### src/rtl/lbs_pkg.sv
// Package for the LED blink sequencer: sizes, command and register codes,
// and the structs passed between the top level and the per-LED cells.
// No dependencies.
package lbs_pkg;

   localparam int NUM_LEDS   = 8;
   localparam int FUNC_W     = 3;
   localparam int INDEX_W    = 3;
   localparam int PROG_W     = 8;
   localparam int COUNT_W    = 8;
   localparam int CSR_IDX_W  = 2;
   localparam int CSR_DATA_W = 8;

   localparam logic [PROG_W-1:0] PROG_ON  = 8'hFF;
   localparam logic [PROG_W-1:0] PROG_OFF = 8'h00;

   localparam logic [PROG_W-1:0] COUNT_MASK_RESET  = 8'd127;
   localparam logic [PROG_W-1:0] END_ON_MASK_RESET = 8'd128;

   typedef enum logic [FUNC_W-1:0] {
      FUNC_TICK      = 3'd0,
      FUNC_ENABLE    = 3'd1,
      FUNC_SET_ON    = 3'd2,
      FUNC_SET_OFF   = 3'd3,
      FUNC_SET_BLINK = 3'd4
   } func_type;

   typedef enum logic [CSR_IDX_W-1:0] {
      CSR_ACTIVE_LOW  = 2'd0,
      CSR_COUNT_MASK  = 2'd1,
      CSR_END_ON_MASK = 2'd2
   } csr_index_type;

   // Decoded command, broadcast to every cell.
   typedef struct packed {
      logic              tick;
      logic              enable;
      logic              write_prog;
      logic [PROG_W-1:0] prog_value;
   } led_cmd_type;

   typedef struct packed {
      logic              active_low;
      logic [PROG_W-1:0] count_mask;
      logic [PROG_W-1:0] end_on_mask;
   } led_cfg_type;

   // State of one LED after the current transaction has been applied.
   typedef struct packed {
      logic lit;
      logic port;
      logic enabled;
   } led_status_type;

endpackage

### src/rtl/lbs_req_if.sv
// Handshake interfaces for the command channel and the result channel
// of the LED blink sequencer. Depends on lbs_pkg.
interface lbs_req_if
   import lbs_pkg::*;
   ();
   logic                 valid;
   logic                 ready;
   logic [FUNC_W-1:0]    func;
   logic [INDEX_W-1:0]   led_index;
   logic [PROG_W-1:0]    program_value;

   modport source (output valid, func, led_index, program_value, input ready);
   modport sink   (input valid, func, led_index, program_value, output ready);
endinterface

interface lbs_rsp_if
   import lbs_pkg::*;
   ();
   logic                 valid;
   logic                 ready;
   logic [NUM_LEDS-1:0]  lit_mask;
   logic [NUM_LEDS-1:0]  pin_levels;
   logic [NUM_LEDS-1:0]  enabled_mask;

   modport source (output valid, lit_mask, pin_levels, enabled_mask, input ready);
   modport sink   (input valid, lit_mask, pin_levels, enabled_mask, output ready);
endinterface

### src/rtl/lbs_led_cell.sv
// State and update logic of one LED: program byte, blink count, enable, lit
// and port bits. Depends on lbs_pkg.
module lbs_led_cell
   import lbs_pkg::*;
(
   input  logic           clock,
   input  logic           reset,
   input  logic           step,
   input  logic           sel,
   input  led_cmd_type    cmd,
   input  led_cfg_type    cfg,
   output led_status_type status
);

   logic               enabled_ff, enabled_in;
   logic [PROG_W-1:0]  prog_ff, prog_in;
   logic [COUNT_W-1:0] count_ff, count_in;
   logic               lit_ff, lit_in;
   logic               port_ff, port_in;
   logic [COUNT_W-1:0] count_inc;

   assign count_inc = count_ff + COUNT_W'(1);

   always_comb begin
      enabled_in = enabled_ff;
      prog_in    = prog_ff;
      count_in   = count_ff;
      lit_in     = lit_ff;
      port_in    = port_ff;
      if (cmd.tick) begin
         // Disabled LEDs hold their lit and port bits through a tick.
         if (enabled_ff) begin
            priority if (prog_ff == PROG_ON) begin
               lit_in = 1'b1;
            end else if (prog_ff == PROG_OFF) begin
               lit_in = 1'b0;
            end else if (lit_ff) begin
               lit_in = 1'b0;
            end else begin
               count_in = count_inc;
               if (count_inc <= (prog_ff & cfg.count_mask)) begin
                  lit_in = 1'b1;
               end else if ((prog_ff & cfg.end_on_mask) != PROG_OFF) begin
                  lit_in  = 1'b1;
                  prog_in = PROG_ON;
               end else begin
                  lit_in = 1'b0;
               end
            end
            port_in = lit_in ^ cfg.active_low;
         end
      end else if (sel) begin
         if (cmd.enable) begin
            enabled_in = 1'b1;
         end
         if (cmd.write_prog) begin
            prog_in  = cmd.prog_value;
            count_in = '0;
         end
      end
   end

   always_ff @(posedge clock) begin
      if (reset) begin
         enabled_ff <= 1'b0;
         prog_ff    <= PROG_OFF;
         count_ff   <= '0;
         lit_ff     <= 1'b0;
         port_ff    <= 1'b0;
      end else if (step) begin
         enabled_ff <= enabled_in;
         prog_ff    <= prog_in;
         count_ff   <= count_in;
         lit_ff     <= lit_in;
         port_ff    <= port_in;
      end
   end

   assign status.lit     = lit_in;
   assign status.port    = port_in;
   assign status.enabled = enabled_in;

endmodule

### src/rtl/led_blink_sequencer.sv
// Top level of the LED blink sequencer: command register, decode, the row of
// LED cells, the result register and the register port. Depends on lbs_pkg,
// lbs_req_if, lbs_rsp_if and lbs_led_cell.

// Each command transaction produces exactly one result transaction, which
// reports the lit mask, the pin levels and the enabled mask as they stand after
// the command. A transaction is captured in a command register, then applied to
// the LED cells while its result is stored in an output register in the same
// cycle, and a new transaction is taken every cycle while the result side keeps
// up. Register writes should be made while the block is idle; a change of
// polarity reaches the pins only at the next tick.
module led_blink_sequencer
   import lbs_pkg::*;
(
   input  logic                  clock,
   input  logic                  reset,
   lbs_req_if.sink               req_chan,
   lbs_rsp_if.source             rsp_chan,
   input  logic                  csr_write_en,
   input  logic [CSR_IDX_W-1:0]  csr_index,
   input  logic [CSR_DATA_W-1:0] csr_write_data
);

   logic                 in_valid_ff;
   logic [FUNC_W-1:0]    in_func_ff;
   logic [INDEX_W-1:0]   in_index_ff;
   logic [PROG_W-1:0]    in_prog_ff;

   logic                 out_valid_ff;
   logic [NUM_LEDS-1:0]  out_lit_ff, out_lit_in;
   logic [NUM_LEDS-1:0]  out_port_ff, out_port_in;
   logic [NUM_LEDS-1:0]  out_en_ff, out_en_in;

   led_cfg_type          cfg_ff;
   led_cmd_type          cmd;
   logic                 advance;
   logic                 index_ok;
   led_status_type       status [NUM_LEDS];

   // The command stage moves on whenever the result register is free or
   // being emptied in the same cycle.
   assign advance        = in_valid_ff && (!out_valid_ff || rsp_chan.ready);
   assign req_chan.ready = !in_valid_ff || advance;

   always_ff @(posedge clock) begin
      if (reset) begin
         in_valid_ff <= 1'b0;
      end else if (req_chan.ready) begin
         in_valid_ff <= req_chan.valid;
      end
   end

   always_ff @(posedge clock) begin
      if (req_chan.ready && req_chan.valid) begin
         in_func_ff  <= req_chan.func;
         in_index_ff <= req_chan.led_index;
         in_prog_ff  <= req_chan.program_value;
      end
   end

   assign index_ok = ({1'b0, in_index_ff} < (INDEX_W + 1)'(NUM_LEDS));

   always_comb begin
      cmd = '0;
      case (func_type'(in_func_ff))
         FUNC_TICK: begin
            cmd.tick = 1'b1;
         end
         FUNC_ENABLE: begin
            cmd.enable     = index_ok;
            cmd.write_prog = index_ok;
            cmd.prog_value = PROG_OFF;
         end
         FUNC_SET_ON: begin
            cmd.write_prog = index_ok;
            cmd.prog_value = PROG_ON;
         end
         FUNC_SET_OFF: begin
            cmd.write_prog = index_ok;
            cmd.prog_value = PROG_OFF;
         end
         FUNC_SET_BLINK: begin
            cmd.write_prog = index_ok;
            cmd.prog_value = in_prog_ff;
         end
         default: begin
            cmd = '0;
         end
      endcase
   end

   for (genvar i = 0; i < NUM_LEDS; i++) begin : g_led
      lbs_led_cell u_cell (
         .clock  (clock),
         .reset  (reset),
         .step   (advance),
         .sel    (in_index_ff == INDEX_W'(i)),
         .cmd    (cmd),
         .cfg    (cfg_ff),
         .status (status[i])
      );
      assign out_lit_in[i]  = status[i].lit;
      assign out_port_in[i] = status[i].port;
      assign out_en_in[i]   = status[i].enabled;
   end

   always_ff @(posedge clock) begin
      if (reset) begin
         out_valid_ff <= 1'b0;
      end else if (advance) begin
         out_valid_ff <= 1'b1;
      end else if (rsp_chan.ready) begin
         out_valid_ff <= 1'b0;
      end
   end

   always_ff @(posedge clock) begin
      if (advance) begin
         out_lit_ff  <= out_lit_in;
         out_port_ff <= out_port_in;
         out_en_ff   <= out_en_in;
      end
   end

   assign rsp_chan.valid        = out_valid_ff;
   assign rsp_chan.lit_mask     = out_lit_ff;
   assign rsp_chan.pin_levels   = out_port_ff;
   assign rsp_chan.enabled_mask = out_en_ff;

   always_ff @(posedge clock) begin
      if (reset) begin
         cfg_ff.active_low  <= 1'b0;
         cfg_ff.count_mask  <= COUNT_MASK_RESET;
         cfg_ff.end_on_mask <= END_ON_MASK_RESET;
      end else if (csr_write_en) begin
         case (csr_index_type'(csr_index))
            CSR_ACTIVE_LOW:  cfg_ff.active_low  <= csr_write_data[0];
            CSR_COUNT_MASK:  cfg_ff.count_mask  <= csr_write_data;
            CSR_END_ON_MASK: cfg_ff.end_on_mask <= csr_write_data;
            default: begin
            end
         endcase
      end
   end

endmodule

### src/flat_wrapper.sv
// flat-port wrapper written by rule: the top's interface ports become plain ports
module led_blink_sequencer_flat import lbs_pkg::*;
  (clock, reset, csr_write_en, csr_index, csr_write_data, req_chan_valid, req_chan_func, req_chan_led_index, req_chan_program_value, req_chan_ready, rsp_chan_valid, rsp_chan_lit_mask, rsp_chan_pin_levels, rsp_chan_enabled_mask, rsp_chan_ready);
  lbs_req_if req_chan_i ();
  lbs_rsp_if rsp_chan_i ();
  input  logic clock;
  input  logic reset;
  input  logic csr_write_en;
  input  logic [CSR_IDX_W-1:0] csr_index;
  input  logic [CSR_DATA_W-1:0] csr_write_data;
  input wire logic [$bits(req_chan_i.valid)-1:0] req_chan_valid;
  input wire logic [$bits(req_chan_i.func)-1:0] req_chan_func;
  input wire logic [$bits(req_chan_i.led_index)-1:0] req_chan_led_index;
  input wire logic [$bits(req_chan_i.program_value)-1:0] req_chan_program_value;
  output wire logic [$bits(req_chan_i.ready)-1:0] req_chan_ready;
  output wire logic [$bits(rsp_chan_i.valid)-1:0] rsp_chan_valid;
  output wire logic [$bits(rsp_chan_i.lit_mask)-1:0] rsp_chan_lit_mask;
  output wire logic [$bits(rsp_chan_i.pin_levels)-1:0] rsp_chan_pin_levels;
  output wire logic [$bits(rsp_chan_i.enabled_mask)-1:0] rsp_chan_enabled_mask;
  input wire logic [$bits(rsp_chan_i.ready)-1:0] rsp_chan_ready;
  assign req_chan_i.valid = req_chan_valid;
  assign req_chan_i.func = req_chan_func;
  assign req_chan_i.led_index = req_chan_led_index;
  assign req_chan_i.program_value = req_chan_program_value;
  assign req_chan_ready = req_chan_i.ready;
  assign rsp_chan_valid = rsp_chan_i.valid;
  assign rsp_chan_lit_mask = rsp_chan_i.lit_mask;
  assign rsp_chan_pin_levels = rsp_chan_i.pin_levels;
  assign rsp_chan_enabled_mask = rsp_chan_i.enabled_mask;
  assign rsp_chan_i.ready = rsp_chan_ready;
  led_blink_sequencer u_core (.clock(clock), .reset(reset), .req_chan(req_chan_i), .rsp_chan(rsp_chan_i), .csr_write_en(csr_write_en), .csr_index(csr_index), .csr_write_data(csr_write_data));
endmodule
### config.mk
export PLATFORM = sky130hd
export DESIGN_NAME = led_blink_sequencer_flat
export DESIGN_NICKNAME = d
export VERILOG_FILES = /design/src/rtl/lbs_pkg.sv /design/src/rtl/lbs_req_if.sv /design/src/rtl/lbs_led_cell.sv /design/src/rtl/led_blink_sequencer.sv /design/src/flat_wrapper.sv
export SDC_FILE = /design/constraint.sdc
export NUM_CORES = 1
export LEC_CHECK = 0
export ABC_AREA = 1
export BUFFER_PORTS_ARGS = -buffer_cell sky130_fd_sc_hd__buf_2
export CAP_MARGIN = 20
export CORE_MARGIN = 3
export CORE_UTILIZATION = 49
export DETAILED_ROUTE_END_ITERATION = 6
export PLACE_DENSITY = 0.63
export SYNTH_ARGS = -nofsm -noshare
export SYNTH_HDL_FRONTEND = slang
export SYNTH_SLANG_ARGS = --single-unit
### constraint.sdc
create_clock -name clock -period 3.1 [get_ports clock]
set_input_delay 0.155 -clock clock [delete_from_list [all_inputs] [get_ports clock]]
set_output_delay 0.155 -clock clock [all_outputs]
set_load 0.05 [all_outputs]
# Word level (Yosys, flattened, before mapping)
# Cells that the tools add are included.
dict set report totals {
  regBits 209
  input_bits 29
}
dict set report classes {
  addsub 8
  magnitude_cmp 8
  eq_ne 69
  muxes 231
  n_bitwise 24
  n_reduce_logical 55
}
# op count
set op_table {}
lappend op_table {{$mux W8} 114}
lappend op_table {{$and A8 B8 Y8} 16}
lappend op_table {{$mux W1} 116}
lappend op_table {{$ne A2 B2 Y1 const B} 48}
lappend op_table {{$reduce_and A9 Y1} 8}
lappend op_table {{$add A8 B1 Y8 const B} 8}
lappend op_table {{$eq A8 B8 Y1 const B} 8}
lappend op_table {{$le A8 B8 Y1} 8}
lappend op_table {{$logic_not A8 Y1} 8}
lappend op_table {{$reduce_bool A8 Y1} 8}
lappend op_table {{$reduce_and A7 Y1} 8}
lappend op_table {{$pmux W9 S3} 1}
lappend op_table {{$reduce_bool A2 Y1} 10}
lappend op_table {{$eq A3 B3 Y1 const B} 5}
lappend op_table {{$eq A3 B2 Y1 const B} 4}
lappend op_table {{$xor A1 B1 Y1} 8}
lappend op_table {{$eq A3 B1 Y1 const B} 2}
lappend op_table {{$logic_not A3 Y1} 2}
lappend op_table {{$reduce_and A2 Y1} 3}
lappend op_table {{$eq A2 B1 Y1 const B} 1}
lappend op_table {{$eq A2 B2 Y1 const B} 1}
lappend op_table {{$logic_and A1 B1 Y1} 2}
lappend op_table {{$logic_not A1 Y1} 2}
lappend op_table {{$logic_not A2 Y1} 1}
lappend op_table {{other kinds (2)} 3}

# Depth between registers and ports, before layout
dict set report logic_depth {
  word_depth 12
  depth_mapped 19
  mapped_depth_nobuf 19
}

# Modules after synthesis
# From an unflattened synthesis, not the netlist that was laid out.
dict set report unflattened {
  hier_cells 1964
  hier_area_um2 13903.3
}
# module n_inst area_each_um2 seq_area_each_um2 cells_each
set by_module_without_submodules {}
lappend by_module_without_submodules {{lbs_led_cell (u_core.g_led[0].u_cell ...)} 7 1476.4 380.4 223}
lappend by_module_without_submodules {led_blink_sequencer 1 2113.3 1521.5 182}
lappend by_module_without_submodules {{lbs_led_cell (u_core.g_led[7].u_cell)} 1 1455.1 380.4 221}

# Worst setup path after synthesis
# Ideal clock, no wire load.
dict set report synth_path {
  kind {register -> register}
  startpoint {reg u_core.g_led[4].u_cell.count_ff[0]}
  endpoint {reg u_core.g_led[4].u_cell.prog_ff[6]}
  setup_time_ps 115
  setup_slack_ps 672
  stages_incl_launch_ff 16
  t_arrival_ps 2313
  cell_sequence {dfxtp_1 -> nand3_1 -> nand3b_1 -> nand3b_1 -> xnor2_1 -> ha_1 -> nand2_1 -> nor2_1 -> nand2_1 -> nand2_1 -> nand2_1 -> o21ai_2 -> clkbuf_1 -> nand3_1 -> nand2_1 -> nor2_1}
}
dict set report synth_via {
  elab_chain_len 4
}
# item line
set synth_rtl {}
lappend synth_rtl {{start, declared} lbs_led_cell.sv:17} ;# logic [COUNT_W-1:0] count_ff, count_in;
lappend synth_rtl {{start signal, assigned} lbs_led_cell.sv:73} ;# count_ff <= count_in;
lappend synth_rtl {{$add A8 B1 Y8} lbs_led_cell.sv:22} ;# assign count_inc = count_ff + COUNT_W'(1);
lappend synth_rtl {{$le A8 B8 Y1} lbs_led_cell.sv:41} ;# if (count_inc <= (prog_ff & cfg.count_mask)) begin
lappend synth_rtl {{$ne A2 B2 Y1 (no line)} n/a}
lappend synth_rtl {{$reduce_and A9 Y1 (no line)} n/a}
lappend synth_rtl {{end signal, assigned} lbs_led_cell.sv:72} ;# prog_ff <= prog_in;
lappend synth_rtl {{end, declared} lbs_led_cell.sv:16} ;# logic [PROG_W-1:0] prog_ff, prog_in;
# No other way between the ends.
# A chain may end at the register's enable or synchronous reset.

# Worst setup path after layout
dict set report layout_path {
  startpoint {reg u_core.g_led[7].u_cell.count_ff[0]}
  endpoint {reg u_core.g_led[7].u_cell.prog_ff[1]}
}
dict set report layout_via {
  elab_chain_len 4
}
# item line
set layout_rtl {}
lappend layout_rtl {{start, declared} lbs_led_cell.sv:17}
lappend layout_rtl {{start signal, assigned} lbs_led_cell.sv:73}
lappend layout_rtl {{$add A8 B1 Y8} lbs_led_cell.sv:22}
lappend layout_rtl {{$le A8 B8 Y1} lbs_led_cell.sv:41}
lappend layout_rtl {{$ne A2 B2 Y1 (no line)} n/a}
lappend layout_rtl {{$reduce_and A9 Y1 (no line)} n/a}
lappend layout_rtl {{end signal, assigned} lbs_led_cell.sv:72}
lappend layout_rtl {{end, declared} lbs_led_cell.sv:16}
# No other way between the ends.

==> qor.txt <==
Slowest-stage cell, CP: dfxtp_1
Worst Reg-to-Reg Cells: 16
Max VDD drop: 0.000324 V
clock root buffer: clkbuf_16
DIE HEIGHT: 161 um
PwrDens: 481 nW/um2
TritonCTS buffer count: 25
fin util: 57.0%
Routed Wire Length: 33,900 um
Routed WL per cell: 16.7 um
register area share after synthesis: 38.6%
HPWL Detailed: 23,000 um
global-route wire length before repair: 54,200 um
Setup Skew: 11.0 ps
Tcrit/Tclk final: 86.2%
vias in the first global route: 10,317
post-synthesis cell count: 1,627
DP Area: 12,400 um2
CTS HTree Levels: 1
Worst-Skew Late Latency: 530 ps
die area: 26,000 um2
clock period minus worst slack: 2670 ps
Req. time, crit path: 3460 ps
max_cap viols: 0
Initial Utilization: 50.1%
commonest non-fill, non-tap cells in the layout: nand2_1 (395), inv_1 (178), dfxtp_1 (171)
Worst-path clk slew: 60 ps
Die Wd: 161 um
most used cell, CP: nand2_1
min-delay src: reset
most common cell after layout, fill and taps aside: nand2_1
antenna diode count: 0
Antenna Violating Nets Remaining: 0
Peak Freq: 0.374 GHz
Async SR Flop Fraction: 0%
syn avg cell area: 7.27 um2
slowest stage delay, CP: 410 ps
final hold vios: 0
total track usage: 25.8%
Most used DFF post-synth: dfxtp_1
post-layout instance area: 13,500 um2
unrepaired setup endpoints after global routing: false
share of layout cells above drive strength 1: 8.87%
register bit count reported by yosys: 209
via count: 10,909
Synth cell types: 48
fin cells: 2,032
Crit Path Category: reg -> reg
Placed Cells: 1,958
mapped cell area: 11,800 um2
DR iter-0 viols: 940
crit path DAT: 3030 ps
cell count of the worst hold path: 3
Crit. Startpoint: u_core.g_led[7].u_cell.count_ff[0]$_SDFFE_PP0P_
GP Congestion: 0.895
Syn Nets: 1,728
initial antenna violation count: 0
worst hold slack: 91.7 ps
IO buf count: 54
Slew @ Worst Pin: 1040 ps
CP startpoint kind: flop
Pins Over Slew Limit: 0
cell breakdown of the critical path: nand3_1 -> nand3b_1 -> nand3b_1 -> xnor2_1 -> ha_1 -> nand2_1 -> nor2_1 -> nand2_1 -> nand2_1 -> nand2_1 -> o21ai_0 -> inv_1 -> nor2_8 -> inv_2 -> nand2_1 -> a21oi_1
Initial DRT Pass Iterations: 5
# rows: 56
Reg-to-Reg Start: u_core.g_led[7].u_cell.count_ff[0]$_SDFFE_PP0P_
Yosys Warn Count: 0
HP Class: in -> reg
hold endpoint: u_core.cfg_ff[8]$_SDFFE_PP1P_
Design Power: 6.48 mW
CP endpoint kind: flop
Residual DRC: 0
Area Growth Syn to Fin: 13.8%
worst reg2reg setup slack: 430 ps
status: completed
Pleak: 6.01 nW
CTS resizes: 0
Fillers: 2,288
GRT overflow: 0
CTS max path bufs: 3
# IOs: 55
clock sink total: 209
Nets: 1,795
area of the core: 23,600 um2
r2r endpoint: u_core.g_led[7].u_cell.prog_ff[1]$_SDFFE_PP0P_
post-CTS setup buffers: 0
pre-CTS setup slack: 452 ps
cts hold-fix bufs: 28
vias per cell: 5.37
TNS Setup: 0 ps
CP Max Fanout: 9
Slew headroom: 30.3%
fin worst setup slack: 429 ps
# setup viols final: 0
pin count of the biggest net entering global routing: 90
EDFF count, synth: 38
TritonCTS clock tree: done
state kept, by name (all words and copies together), names as in the netlist:
signal,cells
u_core.cfg_ff,17
u_core.g_led.u_cell.count_ff,64
u_core.g_led.u_cell.enabled_ff,8
u_core.g_led.u_cell.lit_ff,8
u_core.g_led.u_cell.port_ff,8
u_core.g_led.u_cell.prog_ff,64
u_core.in_func_ff,3
u_core.in_index_ff,3
u_core.in_prog_ff,8
u_core.in_valid_ff,1
u_core.rsp_chan.enabled_mask,8
u_core.rsp_chan.lit_mask,8
u_core.rsp_chan.pin_levels,8
u_core.rsp_chan.valid,1
worst max-delay path, delay by kind of cell, from the launching register on:
family | cells | cell delay [ps]
flip-flops | 1 | 410
buffers and inverters | 2 | 230
XOR/XNOR | 1 | 160
adder cells (fa/ha/maj) | 1 | 300
AND/OR/NAND/NOR | 10 | 1180
AO/OA/AOI/OAI | 2 | 210
worst max path at each step:
stage                                                           to  slack [ps]  depth (start not counted)
floorplan           u_core.g_led[4].u_cell.prog_ff[6]$_SDFFE_PP0P_         670                         15
global placement             u_core.rsp_chan.lit_mask[4]$_DFFE_PP_         500                         14
detailed placement  u_core.g_led[7].u_cell.prog_ff[0]$_SDFFE_PP0P_         450                         16
CTS                 u_core.g_led[2].u_cell.prog_ff[0]$_SDFFE_PP0P_         440                         15
global route        u_core.g_led[7].u_cell.prog_ff[1]$_SDFFE_PP0P_          90                         16
finish              u_core.g_led[7].u_cell.prog_ff[1]$_SDFFE_PP0P_         430                         16
logic make-up after synthesis:
family                     share of synthesized area (%)
DFF                                                 38.6
xor gates and xnor gates                            3.18
and+or+nand+nor                                     27.3
AOI/OAI and AO/OA                                   15.0
adders and majority gates                           7.61
buffers and inverters                               8.27
final cells by class:
class | count | area [um2] | share of cell area (%)
clock buffer | 38 | 756 | 5.61
clock inverter | 8 | 72.6 | 0.539
inverter | 187 | 704 | 5.23
multi-input combinational | 1173 | 6290 | 46.7
sequential | 209 | 4560 | 33.9
tap | 319 | 399 | 2.96
timing repair buffer | 98 | 683 | 5.07
synthesized netlist by cell type (2+ instances only):
| cell type | count | area share [%] |
|---|---|---|
| nor2_8 | 2 | 0.34 |
| buf_4 | 8 | 0.51 |
| inv_2 | 7 | 0.22 |
| a21oi_1 | 156 | 6.6 |
| nand2_2 | 5 | 0.26 |
| dfxtp_1 | 171 | 29 |
| a211oi_1 | 7 | 0.44 |
| a21o_1 | 5 | 0.32 |
| o211ai_1 | 6 | 0.38 |
| buf_6 | 2 | 0.19 |
| nor2_2 | 2 | 0.11 |
| o21ai_2 | 2 | 0.15 |
| nor2_4 | 5 | 0.48 |
| xnor2_1 | 15 | 1.1 |
| nand3_1 | 99 | 4.2 |
| nor4_1 | 5 | 0.26 |
| o21bai_1 | 3 | 0.19 |
| buf_2 | 9 | 0.38 |
| o211ai_2 | 5 | 0.53 |
| clkbuf_1 | 38 | 1.2 |
| nor2_1 | 135 | 4.3 |
| edfxtp_1 | 38 | 9.6 |
| o21ai_0 | 116 | 4.9 |
| nor3_1 | 16 | 0.68 |
| o211a_1 | 3 | 0.25 |
| nand3b_1 | 17 | 1.1 |
| or2_2 | 5 | 0.26 |
| a21boi_0 | 2 | 0.13 |
| o21a_1 | 3 | 0.19 |
| xor2_1 | 28 | 2.1 |
| ha_1 | 72 | 7.6 |
| nor3_2 | 2 | 0.17 |
| nand2_1 | 395 | 13 |
| nand4_1 | 48 | 2.5 |
| inv_1 | 178 | 5.6 |
| o21ai_1 | 5 | 0.21 |
report_power, final:
part | total, mW | switching [mW] | internal, mW | leakage (nW)
logic | 0.607 | 0.426 | 0.181 | 3.84
registers | 2.95 | 0.103 | 2.84 | 1.75
clock network | 2.93 | 1.17 | 1.76 | 0.413
routing by layer:
metal | wire length, um | share of wire [%] | track usage, % | vias to the layer above
li1 | - | - | - | 5538
met1 | 15000 | 44 | 35.1 | 4979
met2 | 15800 | 47 | 42.9 | 321
met3 | 1970 | 5.8 | 3.18 | 71
met4 | 1170 | 3.4 | 8.37 | 0
met5 | 0 | 0 | 0 | -
Power figures use the tool's default switching activity.
